**src/sv/sle_pkg.sv**
```systemverilog
// shared character codes, prompt text and output-word types for the serial line editor
`timescale 1ns / 1ps

package sle_pkg;

    // terminal control and character codes
    localparam logic [7:0] CH_BS    = 8'h08;
    localparam logic [7:0] CH_TAB   = 8'h09;
    localparam logic [7:0] CH_LF    = 8'h0A;
    localparam logic [7:0] CH_CR    = 8'h0D;
    localparam logic [7:0] CH_SPACE = 8'h20;
    localparam logic [7:0] CH_TILDE = 8'h7E;
    localparam logic [7:0] CH_DEL   = 8'h7F;

    // where a result word goes
    localparam logic DEST_ECHO = 1'b0;
    localparam logic DEST_LINE = 1'b1;

    // prompt printed after every line end
    localparam int PROMPT_LEN = 8;
    localparam logic [7:0] PROMPT_BYTES [PROMPT_LEN] = '{
        8'h6C, 8'h61, 8'h6D, 8'h70, 8'h73, 8'h68, 8'h3E, 8'h20
    };

    // one result word as held in the output register
    typedef struct packed {
        logic       dest;
        logic [7:0] data;
        logic       line_end;
        logic       run_last;
    } t_out_word;

endpackage

```
**src/sv/sle_ram.sv**
```systemverilog
// generic single-write, single-read ram with registered read data
`timescale 1ns / 1ps

module sle_ram #(
    parameter int WIDTH = 8,
    parameter int DEPTH = 32,
    localparam int AW = (DEPTH > 1) ? $clog2(DEPTH) : 1
) (
    input  logic             i_clk,
    input  logic             i_we,
    input  logic [AW-1:0]    i_waddr,
    input  logic [WIDTH-1:0] i_wdata,
    input  logic             i_re,
    input  logic [AW-1:0]    i_raddr,
    output logic [WIDTH-1:0] o_rdata
);

    logic [WIDTH-1:0] r_mem [DEPTH];
    logic [WIDTH-1:0] r_rdata;

    always_ff @(posedge i_clk) begin
        if (i_we) begin
            r_mem[i_waddr] <= i_wdata;
        end
        if (i_re) begin
            r_rdata <= r_mem[i_raddr];
        end
    end

    assign o_rdata = r_rdata;

endmodule

```
**src/sv/serial_line_editor.sv**
```systemverilog
// serial line editor top level: echo, line assembly and line hand-out
`timescale 1ns / 1ps

// Takes bytes received from a terminal on the slave stream and answers on the
// master stream with echo words (tuser destination 0) and the words of a
// completed command line (destination 1). A tab counts as a space, a second
// space in a row is dropped, backspace or DEL erases one stored byte and
// echoes backspace, space, backspace, and CR or LF ends the line: CR LF is
// echoed, the stored line is handed out with line_end on its last byte, then
// the prompt is echoed. LF right after CR is swallowed. tlast marks the last
// word caused by one input byte. The line lives in a one-port-write,
// one-port-read ram of LINE_MAX bytes; fill count and previous byte sit in
// flip-flops. One input byte is worked on at a time and the next is taken
// only when its words are all placed in the output register. A line end
// steps through S_LREAD and S_LEMIT once per stored byte, because every
// line byte needs its own ram read before it can be loaded into the
// output register; stalls on the master side hold the words back. The
// ram needs no clearing pass: only entries below the fill count are ever
// read, and writes (on input accept) never overlap line reads.
module serial_line_editor #(
    parameter int LINE_MAX = 32
) (
    input  logic       i_clk,
    input  logic       i_rst_n,
    input  logic       s_axis_tvalid,
    output logic       s_axis_tready,
    input  logic [7:0] s_axis_tdata,   // [7:0] rx_byte
    output logic       m_axis_tvalid,
    input  logic       m_axis_tready,
    output logic [7:0] m_axis_tdata,   // [7:0] data_byte
    output logic [1:0] m_axis_tuser,   // [0] destination, [1] line_end
    output logic       m_axis_tlast    // run_last
);

    import sle_pkg::*;

    localparam int AW = (LINE_MAX > 1) ? $clog2(LINE_MAX) : 1;
    localparam int CW = $clog2(LINE_MAX + 1);
    localparam logic [CW-1:0] FILL_MAX = CW'(LINE_MAX);
    localparam logic [2:0] PROMPT_LAST = 3'(PROMPT_LEN - 1);

    typedef enum logic [2:0] {
        S_IDLE,
        S_ECHO,
        S_CRLF,
        S_LREAD,
        S_LEMIT,
        S_PROMPT,
        S_ERASE
    } t_state;

    // control and line state
    t_state        r_state, n_state;
    logic [2:0]    r_pos, n_pos;       // word index inside crlf, prompt or erase
    logic [CW-1:0] r_idx, n_idx;       // line byte being handed out
    logic [CW-1:0] r_fill, n_fill;     // stored byte count
    logic [7:0]    r_prev, n_prev;     // last byte kept, after tab mapping
    logic [7:0]    r_byte, n_byte;     // byte waiting to be echoed

    // output register
    logic          r_out_valid, n_out_valid;
    t_out_word     r_out, n_out;

    // ram side
    logic          ram_we;
    logic          ram_re;
    logic [7:0]    ram_rdata;

    // input decode
    logic          in_accept;
    logic [7:0]    c;
    logic          is_drop, is_eol, is_print, is_erase;
    logic          out_free;
    logic [CW-1:0] idx_inc;
    logic          line_last;

    assign s_axis_tready = (r_state == S_IDLE);
    assign in_accept     = s_axis_tvalid && s_axis_tready;

    assign c        = (s_axis_tdata == CH_TAB) ? CH_SPACE : s_axis_tdata;
    assign is_drop  = (c == CH_LF) && (r_prev == CH_CR);
    assign is_eol   = (c == CH_CR) || (c == CH_LF);
    assign is_print = (c >= CH_SPACE) && (c <= CH_TILDE)
                      && !((r_prev == CH_SPACE) && (c == CH_SPACE));
    assign is_erase = ((c == CH_BS) || (c == CH_DEL)) && (r_fill != '0);

    // output register can take a word this cycle
    assign out_free  = !r_out_valid || m_axis_tready;
    assign idx_inc   = r_idx + CW'(1);
    assign line_last = (idx_inc == r_fill);

    sle_ram #(
        .WIDTH (8),
        .DEPTH (LINE_MAX)
    ) u_line_ram (
        .i_clk   (i_clk),
        .i_we    (ram_we),
        .i_waddr (r_fill[AW-1:0]),
        .i_wdata (c),
        .i_re    (ram_re),
        .i_raddr (r_idx[AW-1:0]),
        .o_rdata (ram_rdata)
    );

    always_comb begin
        n_state     = r_state;
        n_pos       = r_pos;
        n_idx       = r_idx;
        n_fill      = r_fill;
        n_prev      = r_prev;
        n_byte      = r_byte;
        n_out       = r_out;
        n_out_valid = r_out_valid;
        ram_we      = 1'b0;
        ram_re      = 1'b0;

        // word taken downstream
        if (r_out_valid && m_axis_tready) begin
            n_out_valid = 1'b0;
        end

        unique case (r_state)
            S_IDLE: begin
                if (in_accept && !is_drop) begin
                    n_prev = c;
                    if (is_eol) begin
                        n_state = S_CRLF;
                        n_pos   = '0;
                    end else if (is_print) begin
                        n_byte  = c;
                        n_state = S_ECHO;
                        // full line: echo only
                        if (r_fill < FILL_MAX) begin
                            ram_we = 1'b1;
                            n_fill = r_fill + CW'(1);
                        end
                    end else if (is_erase) begin
                        n_fill  = r_fill - CW'(1);
                        n_state = S_ERASE;
                        n_pos   = '0;
                    end
                end
            end
            S_ECHO: begin
                if (out_free) begin
                    n_out_valid = 1'b1;
                    n_out       = '{dest: DEST_ECHO, data: r_byte,
                                    line_end: 1'b0, run_last: 1'b1};
                    n_state     = S_IDLE;
                end
            end
            S_CRLF: begin
                if (out_free) begin
                    n_out_valid = 1'b1;
                    n_out       = '{dest: DEST_ECHO,
                                    data: (r_pos == '0) ? CH_CR : CH_LF,
                                    line_end: 1'b0, run_last: 1'b0};
                    if (r_pos == '0) begin
                        n_pos = 3'd1;
                    end else if (r_fill == '0) begin
                        // empty line goes straight to the prompt
                        n_state = S_PROMPT;
                        n_pos   = '0;
                    end else begin
                        n_state = S_LREAD;
                        n_idx   = '0;
                    end
                end
            end
            S_LREAD: begin
                ram_re  = 1'b1;
                n_state = S_LEMIT;
            end
            S_LEMIT: begin
                // read data holds until the next read is issued
                if (out_free) begin
                    n_out_valid = 1'b1;
                    n_out       = '{dest: DEST_LINE, data: ram_rdata,
                                    line_end: line_last, run_last: 1'b0};
                    if (line_last) begin
                        n_state = S_PROMPT;
                        n_pos   = '0;
                    end else begin
                        n_idx   = idx_inc;
                        n_state = S_LREAD;
                    end
                end
            end
            S_PROMPT: begin
                if (out_free) begin
                    n_out_valid = 1'b1;
                    n_out       = '{dest: DEST_ECHO, data: PROMPT_BYTES[r_pos],
                                    line_end: 1'b0, run_last: (r_pos == PROMPT_LAST)};
                    if (r_pos == PROMPT_LAST) begin
                        n_fill  = '0;
                        n_state = S_IDLE;
                    end else begin
                        n_pos = r_pos + 3'd1;
                    end
                end
            end
            S_ERASE: begin
                // backspace, space, backspace
                if (out_free) begin
                    n_out_valid = 1'b1;
                    n_out       = '{dest: DEST_ECHO,
                                    data: (r_pos == 3'd1) ? CH_SPACE : CH_BS,
                                    line_end: 1'b0, run_last: (r_pos == 3'd2)};
                    if (r_pos == 3'd2) begin
                        n_state = S_IDLE;
                    end else begin
                        n_pos = r_pos + 3'd1;
                    end
                end
            end
        endcase
    end

    always_ff @(posedge i_clk) begin
        if (!i_rst_n) begin
            r_state     <= S_IDLE;
            r_pos       <= '0;
            r_idx       <= '0;
            r_fill      <= '0;
            r_prev      <= '0;
            r_out_valid <= 1'b0;
        end else begin
            r_state     <= n_state;
            r_pos       <= n_pos;
            r_idx       <= n_idx;
            r_fill      <= n_fill;
            r_prev      <= n_prev;
            r_out_valid <= n_out_valid;
        end
        r_byte <= n_byte;
        r_out  <= n_out;
    end

    assign m_axis_tvalid   = r_out_valid;
    assign m_axis_tdata    = r_out.data;
    assign m_axis_tuser[0] = r_out.dest;
    assign m_axis_tuser[1] = r_out.line_end;
    assign m_axis_tlast    = r_out.run_last;

`ifndef NO_ASSERTIONS
    // the stored count never passes the line size
    a_fill_bound: assert property (@(posedge i_clk) disable iff (!i_rst_n)
        r_fill <= FILL_MAX)
        else $error("fill count above line size");

    // line_end only ever marks a line word
    a_end_is_line: assert property (@(posedge i_clk) disable iff (!i_rst_n)
        m_axis_tvalid && m_axis_tuser[1] |-> m_axis_tuser[0])
        else $error("line_end on an echo word");

    // a line word is never the last word of a run, the prompt follows it
    a_line_not_last: assert property (@(posedge i_clk) disable iff (!i_rst_n)
        m_axis_tvalid && m_axis_tuser[0] |-> !m_axis_tlast)
        else $error("run ends on a line word");

    // after the last prompt word the line is empty again
    a_prompt_clears: assert property (@(posedge i_clk) disable iff (!i_rst_n)
        r_state == S_PROMPT && r_pos == PROMPT_LAST && out_free |=> r_fill == '0)
        else $error("line not cleared after prompt");
`endif

endmodule

```
**config.mk**
```make
export PLATFORM = sky130hd
export DESIGN_NAME = serial_line_editor
export DESIGN_NICKNAME = d
export VERILOG_FILES = /design/src/sv/sle_pkg.sv /design/src/sv/sle_ram.sv /design/src/sv/serial_line_editor.sv
export SDC_FILE = /design/constraint.sdc
export NUM_CORES = 1
export LEC_CHECK = 0
export BUFFER_PORTS_ARGS = -buffer_cell sky130_fd_sc_hd__buf_2
export CAP_MARGIN = 5
export CORE_MARGIN = 3
export CORE_UTILIZATION = 45
export DETAILED_ROUTE_END_ITERATION = 6
export SETUP_SLACK_MARGIN = 0.2
export SYNTH_ARGS = -nofsm -noshare
export SYNTH_HDL_FRONTEND = slang
export SYNTH_HIERARCHICAL = 1
export SYNTH_SLANG_ARGS = --single-unit
export TNS_END_PERCENT = 100
```
**constraint.sdc**
```tcl
create_clock -name i_clk -period 4.4 [get_ports i_clk]
set_input_delay 0.88 -clock i_clk [delete_from_list [all_inputs] [get_ports i_clk]]
set_output_delay 0.88 -clock i_clk [all_outputs]
set_load 0.03 [all_outputs]
```
# [Yosys cells after proc, flatten, opt, wreduce, memory -nomap -nowiden]
# Memories as Yosys holds them, arrays and structs flattened. A register that Yosys moved wholly into a read port is not among the register bits.
# Cells that the tools add are included.
[op_classes] n_addsub=4 order_cmp=4 eq_ne=39 muxes=65 n_bitwise=2 reduce_logical=30
[ops] op="two-way mux 3 bit" n=28
[ops] op="two-way mux 6 bit" n=13
[ops] op="two-way mux 11 bit" n=5
[ops] op="case mux 11 bit (5 select lines)" n=1
[ops] op="== test 8 x 4 -> 1 bit (second input constant)" n=5
[ops] op="inequality test 2 bit (second input constant)" n=14
[ops] op="two-way mux 8 bit" n=3
[ops] op="case mux 6 bit (2 select lines)" n=2
[ops] op="case mux 3 bit (7 select lines)" n=1
[ops] op="== test 8 x 6 -> 1 bit (second input constant)" n=2
[ops] op="case mux 3 bit (5 select lines)" n=1
[ops] op="adder 6 x 1 -> 6 bit (second input constant)" n=2
[ops] op="== test 3 bit (second input constant)" n=4
[ops] op="AND reduction 12 bit" n=1
[ops] op="AND reduction 6 bit" n=2
[ops] op="two-way mux 1 bit" n=11
[ops] op="AND reduction 10 bit" n=1
[ops] op="nonzero test 5 bit" n=2
[ops] op="== test 3 x 2 -> 1 bit (second input constant)" n=3
[ops] op="== test 8 x 7 -> 1 bit (second input constant)" n=1
[ops] op=">= comparator 8 x 6 -> 1 bit (second input constant)" n=1
[ops] op="less-or-equal comparator 8 x 7 -> 1 bit (second input constant)" n=1
[ops] op="logical AND 1 bit" n=8
[ops] op="AND reduction 7 bit" n=1
[ops] op="22 further kinds" n=31
[totals] register_bits=46 ramBits=256 rom_bits=64 mem_count=2
[mem_list] memory="u_line_ram.r_mem" depth=32 word_bits=8 read_ports=1 rd_ports_with_merged_regs=1 wr=1 line_no="sle_ram.sv:18" text="logic [WIDTH-1:0] r_mem [DEPTH];"
[mem_list] memory="(no name shown)" depth=8 word_bits=8 read_ports=1 rd_ports_with_merged_regs=0 wr=0 line_no="serial_line_editor.sv:192" text="n_out = '{dest: DEST_ECHO, data: PROMPT_BYTES[r_pos],"

# [Longest topological paths before layout]
[depth] depth_word=12 mapped_depth=12

# [Hierarchy]
# The synthesis kept the hierarchy.
[modules_own_cells] module="sle_ram" n_inst=1 cells_each=417 area_per_inst_um2=10133.5 seq_area_each_um2=7927.6
[modules_own_cells] module="serial_line_editor" n_inst=1 cells_each=350 area_per_inst_um2=3026.7 seq_area_each_um2=1111.1

# [Least setup slack after synthesis]
# OpenSTA, ideal clock, no wires.
[synth_timing] path_type="in2reg" from="in s_axis_tdata[6]" to="mem u_line_ram.r_mem[0][0] (enable)" setup_time_ps=370 arrival_time_ps=3572 required_time_ps=4030 path_slack_ps=458 stages=9 path_buffers=1 cell_sequence="or4_4 > o21a_1 > a2111o_1 > inv_1 > ha_1 > and3_1 > or3b_2 > clkbuf_1 > nor2_1"
[synth_via] elab_chain_len=12
[synth_rtl] element="start: declaration" line_no="serial_line_editor.sv:27" text="input logic [7:0] s_axis_tdata,"
[synth_rtl] element="== test 8 x 4 -> 1 bit" line_no="serial_line_editor.sv:80" text="assign c = (s_axis_tdata == CH_TAB) ? CH_SPACE : s_axis_tdata;"
[synth_rtl] element="two-way mux 8 bit (*)" line_no="serial_line_editor.sv:80"
[synth_rtl] element="parallel branches: the longest is 6 deep, another holds >= comparator 8 x 6 -> 1 bit"
[synth_rtl] element="two-way mux 1 bit (*)" line_no="serial_line_editor.sv:124" text="if (in_accept && !is_drop) begin"
[synth_rtl] element="two-way mux 1 bit (*)" line_no="serial_line_editor.sv:122" text="unique case (r_state)"
[synth_rtl] element="named net ram_we" line_no="serial_line_editor.sv:65" text="logic ram_we;"
[synth_rtl] element="two-way mux 1 bit (*)" line_no="sle_ram.sv:22" text="if (i_we) begin"
[synth_rtl] element="two-way mux 1 bit (implied by the code) (*)" line_no="sle_ram.sv:23" text="r_mem[i_waddr] <= i_wdata;"
[synth_rtl] element="end: declaration" line_no="sle_ram.sv:18"
# Mark *: on every way through the listed nets, which the timed path passes.

# [Worst setup path after layout]
[layout_timing] from="in s_axis_tdata[6]" to="mem u_line_ram.r_mem[0][4] (enable)"
# Same word-level chain as after synthesis.

==> reports/qor.yml <==
synth:
  synth_cell_types: 74
  synth_top_area_frac: 0.6458
  yosysMostFrequentCell: "edfxtp_1"
  synth_top_family_by_area: "multiplexers"
  synth_fa_ha_area_frac: 0.01198
  synth_edf_count: 283
  syn_avg_cell_area_um2: 17.16
  synthCells: 767
  yosysWarnings: 6
  ys.flop_type: "edfxtp_1"
  synth-compound-area-share: 0.04554
  synth_common_cells: "edfxtp_1 (283), mux4_2 (80), nor2_1 (63)"
  yosys.area.top_type: "edfxtp_1"
  ys_ff_latch: 310
  netlist_area_um2: 13160
  syn_nets: 791
  muxShareOfSynthArea: 0.1567
  async_flop_share: 0
  synth-seq-area-share: 0.6868
  synth-xor-area-share: 0.007321
  synthSimpleGateAreaFrac: 0.06988
  ys_top_cells_by_area: "edfxtp_1 (65%), mux4_2 (14%), dfxtp_1 (4.1%), nor2_1 (1.8%), mux2i_1 (1.3%)"
die:
  die_y_um: 177.0
  rows: 61
  ios: 25
  coreArea_um2: 28320
  die_w_um: 177.0
  initial_utilization: 0.4648
  fp.dieArea_um2: 31330
job:
  maxCapViolCount: 0
timing:
  rsz0062_at_grt: "no"
  fin_crit_sh: 0.7740
  setup_tns_ns: 0
  slew_headroom: 0.3119
  max_freq_mhz: 293.6
  finalHoldViolations: 0
  worst_pin_slew_ns: 1.019
  skew_ns: 0.02869
  finalSetupViolCount: 0
  drv_slew: 0
  period_minus_slack_ns: 3.406
  layout_setup_ws_ns: 0.9945
worst_setup_path:
  cp.arrival_ns: 3.65
  start_kind: "input port"
  cp.required_ns: 4.65
  endpoint_kind: "register"
  crit_path_max_fanout: 8
  r2r_cells: 8
  crit_type: "in2reg"
  reg2reg_from: "r_idx[1]$_SDFFE_PN0P_"
  reg2reg_to: "r_pos[2]$_SDFFE_PN0P_"
  r2r_slack_ns: 1.24
cts:
  cts_tree: "yes"
  ctsHoldBuffers: 0
  postCtsSetupRepairBufs: 0
  path_clk_slew_ns: 0.06
  cts_max_level: 1
  clock-root-buffer: "clkbuf_16"
  cts_resized: 0
  cts.path.max_buffers: 3
  numCtsBuffers: 31
  clkLatencyLatePin_ns: 0.56
  cts_sinks: 310
route:
  remaining_drc_errors: 0
  wire_per_inst_um: 23.38
  avgViaCountPerCell: 5.876
  postRouteAntennaNets: 0
  vias: 7228
  routed_wl_um: 28760
  drt_iter0_drc: 703
  dr.pass1.iters: 5
power_and_ir_drop:
  comb_power_share: 0.155
  clkPwrFrac: 0.356
  p_leak_nw: 4.762
  p_int_mw: 5.303
  switching_share: 0.2590
  switchingPower_mw: 1.854
  vdd_drop_max_v: 0.0002945
  power_density_nw_per_um2: 480.4
  seqPwrFrac: 0.489
  p_total_mw: 7.157
cells_and_area:
  diodes: 0
  nFillCells: 2220
  utilization: 0.5260
  drive_gt1_frac: 0.2547
  final_cell_count_no_fill: 1230
  fin_nets: 853
  area_delta_synth_final_pct: 13.19
global_route:
  grt_pass1_wl_um: 44350
  grtUsageMet2: 0.3058
  grt_use_met1: 0.2575
  busiest_layer: "met2"
  grt_max_degree: 41
  grt_overflow: 0
  antenna_found_initial: 0
  grt.total_usage: 0.1871
  grt_pass1_vias: 7366
  use_met3: 0.02746
hold_path:
  hold_end: "r_prev[6]$_SDFFE_PN0P_"
  hold_depth: 2
  min_from: "r_prev[6]$_SDFFE_PN0P_"
  hold_path_class: "reg2reg"
placement:
  dpl.cell_count: 1174
  gp_congestion: 0.8323
  dp_hpwl_um: 18550
  dp_slack_ns: 0.4549
  place.port_buffers: 24
status:
  outcome: "complete, no violations"
[critical path: stages]
cell,delay (ns)
buf_2,0.10
or4_4,0.55
o21a_1,0.20
a2111o_1,0.36
inv_1,0.14
ha_1,0.16
and3_1,0.27
or3b_2,0.63
nor2_1,0.16
buf_4,0.19
[cell families after synthesis]
kind of cell / after synthesis
adder cells (fa/ha/maj): 12
AND/OR/NAND/NOR: 184
XOR/XNOR: 11
multiplexers: 105
buffers and inverters: 58
AO/OA/AOI/OAI: 87
flip-flops: 310
[layer usage]
metal,wire [um],share of wire
met3,1506,0.052
met4,1049,0.036
met5,0,0
met2,13970,0.49
met1,12230,0.43
[sequential cells by signal, summed over array words and instances (netlist names)]
| name | flops |
|---|---|
| m_axis_tvalid | 1 |
| r_prev | 8 |
| r_byte | 8 |
| u_line_ram/r_mem | 256 |
| r_pos | 3 |
| m_axis_tdata | 8 |
| m_axis_tlast | 1 |
| r_idx | 6 |
| m_axis_tuser | 2 |
| u_line_ram/o_rdata | 8 |
| r_fill | 6 |
| r_state | 3 |
[final cells by class]
class                   instances  area [um^2]  area share
flip-flops and latches        310         9044      0.6071
repair buffers                 72        493.0     0.03310
clock inverters                17        173.9     0.01168
multi-input cells             399         3850      0.2585
well taps                     378        473.0     0.03175
clock buffers                  39        805.8     0.05410
inverters                      15        56.30    0.003780
[power groups by stage]
stage | Clock, mW | Sequential, mW | Combinational [mW]
after floorplan | 0 | 3.62 | 0.735
after global placement | 0 | 3.56 | 1.09
after detailed placement | 0 | 3.56 | 1.10
after CTS | 2.62 | 3.50 | 1.11
after global routing | 2.74 | 3.52 | 1.20
final | 2.55 | 3.50 | 1.11
[worst max-delay path by stage]
stage / startpoint / slack [ns] / depth (start not counted) / end
finish: s_axis_tdata[6] / 0.99 / 10 / u_line_ram/r_mem[0][4]$_DFFE_PP_
global route: s_axis_tdata[6] / 0.88 / 10 / u_line_ram/r_mem[0][4]$_DFFE_PP_
CTS: s_axis_tdata[6] / 1.01 / 10 / u_line_ram/r_mem[0][1]$_DFFE_PP_
detailed placement: s_axis_tdata[6] / 0.45 / 10 / u_line_ram/r_mem[0][4]$_DFFE_PP_
global placement: s_axis_tdata[6] / 0.51 / 10 / u_line_ram/r_mem[0][1]$_DFFE_PP_
floorplan: s_axis_tdata[6] / 0.46 / 9 / u_line_ram/r_mem[0][0]$_DFFE_PP_
[cell usage in the layout, fill, tap and decap left out, drive strengths merged, types with 6 or more instances in the layout]
cell	synthesis	routed
dfxtp	27	27
edfxtp	283	283
mux4	80	80
inv	14	14
mux2i	17	17
clkbuf	28	39
clkinv	1	14
and3	6	6
buf	14	72
and2	7	7
o21ai	23	23
nor3	7	7
nand2	38	38
xnor2	9	9
a31oi	7	7
nand3	16	16
nor2b	9	9
nor2	63	63
ha	11	11
mux2	8	8
nand3b	7	7
a21oi	16	16
[through the flow]
step,instance area (um^2),hold slack (ns)
2_1_floorplan,13160,0.4543
3_3_place_gp,13920,0.4672
3_5_place_dp,13920,0.4913
4_1_cts,14900,0.5089
5_1_grt,14900,0.5240
6_report,14900,0.5076
No activity file was read; power rests on OpenSTA's default activity.
